<file path="config.mk">
export PLATFORM = sky130hd
export DESIGN_NAME = rlog_front
export DESIGN_NICKNAME = d
export VERILOG_FILES = /design/src/rtl/core/rlog_pkg.sv /design/src/rtl/core/rlog_front.sv
export SDC_FILE = /design/constraint.sdc
export NUM_CORES = 1
export LEC_CHECK = 0
export ABC_CLOCK_PERIOD_IN_PS = 2300
export BUFFER_PORTS_ARGS = -buffer_cell sky130_fd_sc_hd__buf_2
export CORE_UTILIZATION = 51
export CTS_CLUSTER_DIAMETER = 30
export DETAILED_ROUTE_END_ITERATION = 6
export MAX_ROUTING_LAYER = met4
export PLACE_DENSITY = 0.78
export SLEW_MARGIN = 10
export SYNTH_ARGS = -nofsm -noshare
export SYNTH_HDL_FRONTEND = slang
export SYNTH_SLANG_ARGS = --single-unit
</file>
<file path="constraint.sdc">
create_clock -name clock -period 2.3 [get_ports clock]
set_input_delay 0.345 -clock clock [delete_from_list [all_inputs] [get_ports clock]]
set_output_delay 0.345 -clock clock [all_outputs]
set_load 0.05 [all_outputs]
</file>
<file path="src/rtl/core/rlog_pkg.sv">
// ============================================================================
// rlog_pkg
// Types, constants and helpers shared by the record log modules.
// ============================================================================
package rlog_pkg;

   // Geometry. Both counts are powers of two so that addresses wrap naturally.
   localparam int BLOCK_COUNT  = 4;
   localparam int BLOCK_BYTES  = 256;
   localparam int LOG_BYTES    = BLOCK_COUNT * BLOCK_BYTES;
   localparam int ADDR_W       = $clog2(LOG_BYTES);
   localparam int BLK_W        = $clog2(BLOCK_COUNT);
   localparam int OFF_W        = $clog2(BLOCK_BYTES);
   localparam int SPACE_W      = $clog2(BLOCK_BYTES + 1);
   localparam int HEADER_BYTES = 3;
   localparam int MAX_PAYLOAD  = BLOCK_BYTES - HEADER_BYTES;
   localparam int PAY_W        = $clog2(MAX_PAYLOAD + 1);
   localparam int RPB_W        = $clog2(BLOCK_BYTES / 4 + 1);
   localparam int CNT_W        = 9;
   localparam int MAX_RECORDS  = 256;
   localparam int FIFO_DEPTH   = 2;
   localparam int FIFO_PTR_W   = $clog2(FIFO_DEPTH);
   localparam int FIFO_CNT_W   = $clog2(FIFO_DEPTH + 1);

   localparam logic [7:0] START_MARK = 8'hEF;
   localparam logic [7:0] PAD_BYTE   = 8'h20;

   localparam logic CSR_INCLUDE_HEADER = 1'b0;

   typedef enum logic [1:0] {
      MODE_APPEND = 2'd0,
      MODE_READ   = 2'd1,
      MODE_START  = 2'd2,
      MODE_CLEAR  = 2'd3
   } rlog_mode_type;

   typedef enum logic [2:0] {
      ST_OK      = 3'd0,
      ST_NO_MORE = 3'd1,
      ST_BAD_LEN = 3'd2,
      ST_CORRUPT = 3'd3,
      ST_SEQ_ERR = 3'd4
   } rlog_status_type;

   typedef enum logic [3:0] {
      B_IDLE,
      B_PAD,
      B_HDR,
      B_RD_MARK,
      B_RD_LO,
      B_RD_HI,
      B_RD_DATA,
      B_RD_NEXT
   } rlog_bstate_type;

   typedef struct packed {
      logic [1:0]  mode;
      logic        first_of_record;
      logic [15:0] record_length;
      logic [7:0]  data_byte;
   } rlog_req_type;

   typedef struct packed {
      logic [2:0]  status;
      logic [7:0]  read_byte;
      logic        byte_valid;
      logic        record_end;
      logic [15:0] read_length;
      logic [8:0]  record_count;
   } rlog_rsp_type;

   // Classified command handed from the front to the back.
   typedef struct packed {
      rlog_mode_type kind;
      logic          first;
      logic [15:0]   len;
      logic [7:0]    data;
   } rlog_cmd_type;

   function automatic logic [ADDR_W-1:0] blk_base(input logic [BLK_W-1:0] b);
      blk_base = ADDR_W'(b) << OFF_W;
   endfunction

endpackage

</file>
<file path="src/rtl/core/rlog_front.sv">
// ============================================================================
// rlog_front
// Accepts request transactions, classifies them and queues them for the back.
// ============================================================================
module rlog_front import rlog_pkg::*; (
   input  logic         clock,
   input  logic         reset,
   input  logic         req_valid,
   output logic         req_stall,
   input  rlog_req_type req_payload,
   output logic         cmd_valid,
   output rlog_cmd_type cmd,
   input  logic         cmd_pop
);

   rlog_cmd_type            entry_ff [FIFO_DEPTH];
   logic [FIFO_PTR_W-1:0]   wr_ptr_ff, wr_ptr_in;
   logic [FIFO_PTR_W-1:0]   rd_ptr_ff, rd_ptr_in;
   logic [FIFO_CNT_W-1:0]   count_ff, count_in;
   rlog_cmd_type            classified;
   logic                    push;
   logic                    pop;

   assign req_stall = (count_ff == FIFO_CNT_W'(FIFO_DEPTH));
   assign push      = req_valid && !req_stall;
   assign cmd_valid = (count_ff != '0);
   assign pop       = cmd_pop && cmd_valid;
   assign cmd       = entry_ff[rd_ptr_ff];

   always_comb begin
      classified.kind  = rlog_mode_type'(req_payload.mode);
      classified.first = req_payload.first_of_record;
      classified.len   = req_payload.record_length;
      classified.data  = req_payload.data_byte;
   end

   always_comb begin
      wr_ptr_in = push ? wr_ptr_ff + FIFO_PTR_W'(1) : wr_ptr_ff;
      rd_ptr_in = pop  ? rd_ptr_ff + FIFO_PTR_W'(1) : rd_ptr_ff;
      count_in  = count_ff + FIFO_CNT_W'(push) - FIFO_CNT_W'(pop);
   end

   always_ff @(posedge clock) begin
      if (reset) begin
         wr_ptr_ff <= '0;
         rd_ptr_ff <= '0;
         count_ff  <= '0;
      end else begin
         wr_ptr_ff <= wr_ptr_in;
         rd_ptr_ff <= rd_ptr_in;
         count_ff  <= count_in;
      end
   end

   always_ff @(posedge clock) begin
      if (push) begin
         entry_ff[wr_ptr_ff] <= classified;
      end
   end

endmodule

</file>
# Yosys cells after proc, flatten, opt, wreduce, memory -nomap -nowiden
# Memories as Yosys holds them, arrays and structs flattened. A register that Yosys moved wholly into a read port is not among the register bits.
# Index checks and enable logic that the tools add are counted.
[word_totals]
out_inout_bits = 29
in_bits = 31
elab_cells = 17
ff_bits = 4
mem_count = 1
mem_bits_rw = 54
[memory_table]
columns = ["memory", "words", "width", "read_ports", "rd_ports_with_merged_regs", "wr", "line_no", "text"]
rows = [
  ["entry_ff", 2, 27, 1, 1, 1, "rlog_front.sv:16", "rlog_cmd_type entry_ff [FIFO_DEPTH];"],
]
[classes]
reduce_logical = 4
mux = 4
addsub = 4
n_eq_ne = 1
[op_table]
columns = ["op", "count"]
rows = [
  ["$mux 1", 4],
  ["$add 1x1->1 const B", 2],
  ["$add 2x1->2", 1],
  ["$eq 2x2->1 const B", 1],
  ["$logic_and 1x1->1", 2],
  ["$reduce_bool 2->1", 1],
  ["$sub 2x1->2", 1],
  ["$logic_not 1->1", 1],
]

# Logic depth before layout (Yosys ltp)
[depth]
word_depth = 5
depth_mapped = 8
depth_no_buf = 8

# Worst setup path after synthesis
# OpenSTA, ideal clock, no wires.
[synth_path]
kind = "register to register"
start = "register count_ff[0]"
end = "memory entry_ff[0][0] (netlist name) (enable)"
t_required_ps = 1918
path_buffers = 0
t_arrival_ps = 1487
period_less_slack_ps = 1869
setup_ps = 382
path_slack_ps = 431
path_stages_with_launch = 5
path_cell_list = "dfxtp_1 nand2b_2 inv_2 or3_1 inv_1"
[synth_via]
elab_chain_cells = 5
[synth_lines]
columns = ["element", "line_no", "text"]
rows = [
  ["start, declared", "rlog_front.sv:19", "logic [FIFO_CNT_W-1:0] count_ff, count_in;"],
  ["start signal, assigned", "rlog_front.sv:51", "count_ff <= count_in;"],
  ["$eq 2x2->1", "rlog_front.sv:24", "assign req_stall = (count_ff == FIFO_CNT_W'(FIFO_DEPTH));"],
  ["net req_stall", "rlog_front.sv:9", "output logic req_stall,"],
  ["$logic_not 1->1", "rlog_front.sv:25", "assign push = req_valid && !req_stall;"],
  ["$logic_and 1x1->1", "rlog_front.sv:25", ""],
  ["$mux 1", "rlog_front.sv:56", "if (push) begin"],
  ["$mux 1 (not written as such)", "rlog_front.sv:57", "entry_ff[wr_ptr_ff] <= classified;"],
  ["end, declared", "rlog_front.sv:16", ""],
]
# The timed path passes the listed nets, and every way through them passes these cells.

==> qor.txt <==
Fin cells - 236
Post-Route WL - 3530 um
Leak - 0.00108 uW
Pwr Density - 1320 nW/um2
Post-route minimum period - 1.80 ns
Die Height - 67.5 um
Final setup fails - 0
First-pass GRT wire length - 5490 um
Count of final hold-check violations - 0
Hold Path Stages - 1
Cell total after placement - 221
CP endpoint kind - output pin
HPWL after detailed placement - 2420 um
Gr usage total - 0.184
Combinational Power Share - 0.373
DR WL/cell - 14.9 um
Diodes inserted - 0
Predominant post-synthesis flop cell - edfxtp_1
Proportion of layout cells with a drive suffix above 1 - 0.425
Largest net degree at the start of global routing - 28
Post-synth design cell area - 2190 um2
Synthesized instance count - 111
Syn avg cell area - 19.7 um2
Io pins - 60
Area leader, netlist - edfxtp_1
Vias in the first global route - 1173
GR Overflow Total - 0
Post-synth EDFFs - 54
Rows - 23
Fill cells - 282
Post-CTS setup buffer count - 0
Num CTS Buffers - 9
Max Fclk - 556 MHz
Drt via density - 4.99
Util after Layout - 0.672
DIE AREA - 4560 um2
Worst-case clock buffer depth - 2
Ys async rst share - 0
Max_slew headroom - 0.571
Slowest Stage Delay on Critical Path - 0.36 ns
Fin. max-slew vios - 0
Final GP Congestion - 0.610
Crit path required time - 1.96 ns
Synth area leaders - edfxtp_1 (74%), mux2_1 (14%), dfxtp_1 (4.6%)
Status - complete, no violations
R2R setup slack - 0.73 ns
Via Count - 1178
Netlist cell types - 22
I/O Buffers - 59
Synth Register Bits - 59
Sink Count - 59
Mapped Nets - 144
Max-Cap Viols - 0
Hold buffers post-CTS - 0
Initial antenna violation count - 0
DRC violations left - 0
Die width - 67.5 um
Top-count cell post-synth - edfxtp_1
VDD IR max - 0.806 mV
Later-pin clock latency in the skew report - 0.32 ns
Int Pwr - 2210 uW
Syn. warnings - 0
Setup TNS Final - 0 ns
Critical-path top delay cell - mux2_1
First DRT Iteration DRCs - 86
H-tree depth - 3
Sequential Power Share - 0.395
Critical path class - reg -> out
Worst Hold Class - in -> reg
DRT antenna net count - 0
P_sw - 1390 uW
Clock share of power - 0.233
Sw Ratio - 0.386
Final Skew - 0.00429 ns
Synth top cells by count - edfxtp_1 (54), mux2_1 (27), dfxtp_1 (5), inv_1 (3), nor2_1 (3)
CTS tree - yes
CP Data Arrival Time - 1.45 ns
Iteration count of the initial detailed-routing pass - 4
Seq/Total Area, Yosys - 0.786
Tcrit/Tclk final - 0.782
Startpoint class of the critical path - flip-flop
Resized cells post-CTS - 0
Post-route cell area - 2730 um2
Area grow syn2layout - 24.4%
Top cell type's share of synthesized area - 0.740
Final net count - 215
RSZ-0062 raised after global routing - false
CP max FO - 15
Core area - 4060 um2
Min Hold Slack - 0.210 ns
Clk root buf - clkbuf_8
Area post-placement - 2550 um2
CP Cell Sequence - buf_4, mux2_1, buf_2
Starting Density - 0.540
R2R depth - 7
Clock-pin slew on the worst setup and hold paths - 0.06 ns
Worst Max-Slew Pin Slew - 0.644 ns
[flip-flops by register name, indices dropped and copies added (netlist names), named ones only]
name and count:
count_ff 2, entry_ff 54, wr_ptr_ff 1, rd_ptr_ff 1
[critical path, delay by kind of cell, from the launching register on]
family	cells	cell delay (ns)
buf+inv	2	0.45
mux	1	0.36
flops	1	0.32
[path summary, 6_finish.rpt]
| path | start | end |
|---|---|---|
| hold / removal | req_payload[24] | entry_ff[1][24] |
| setup reg to reg | count_ff[1] | count_ff[1] |
| setup / recovery | flip-flop | cmd[8] |
| hold reg to reg | wr_ptr_ff | wr_ptr_ff |
[metrics by stage]
step	setup slack [ns]	power (uW)
finish	0.501	3610
global route	0.416	3780
CTS	0.464	3650
detailed placement	0.706	2810
global placement	0.800	2770
floorplan	0.431	2510
[per-layer routing]
layer,share of wire,global-route usage
met3,0.061,0.0794
met4,0.010,0.0851
met5,0,-
met2,0.53,0.292
met1,0.40,0.197
[final cells by class]
| cell class | instances | area (um2) | area share |
|---|---|---|---|
| clock buffers | 11 | 131 | 0.0482 |
| multi-input cells | 45 | 427 | 0.157 |
| well taps | 50 | 62.6 | 0.0230 |
| clock inverters | 4 | 42.5 | 0.0156 |
| inverters | 4 | 15.0 | 0.00551 |
| repair buffers | 63 | 325 | 0.119 |
| flip-flops and latches | 59 | 1720 | 0.632 |
[placed cells by master (no fill, tap or decap)]
cell       count
o21ai_0        1
nor3_1         1
clkbuf_8       9
xnor2_1        1
or3_1          1
xor2_1         1
inv_1          3
clkinv_1       2
buf_4          4
nor2b_1        1
and3_2         1
clkinv_2       1
a21oi_1        1
edfxtp_1      54
mux2_1        27
o21a_2         1
nor2_1         3
or2_2          1
bufinv_16      1
nand2_1        1
inv_2          1
nand2b_2       1
and2_1         1
ha_1           2
clkbuf_1       2
dfxtp_1        5
buf_2         59
[power groups by stage]
| stage | Combinational, uW | Clock (uW) | Sequential [uW] |
|---|---|---|---|
| final | 1340 | 839 | 1430 |
| after global routing | 1430 | 912 | 1440 |
| after CTS | 1360 | 862 | 1430 |
| after detailed placement | 1360 | 0 | 1450 |
| after global placement | 1330 | 0 | 1430 |
| after floorplan | 1080 | 0 | 1430 |
[cells by family after synthesis]
kind of cell,count (synthesis),synth area share
compound gates,3,0.00856
xor+xnor,2,0.00800
fa+ha+maj,2,0.0114
buf+inv,7,0.0194
flops,59,0.786
mux,27,0.139
simple gates,11,0.0280
Note: power is estimated with default switching activity, not from simulation.
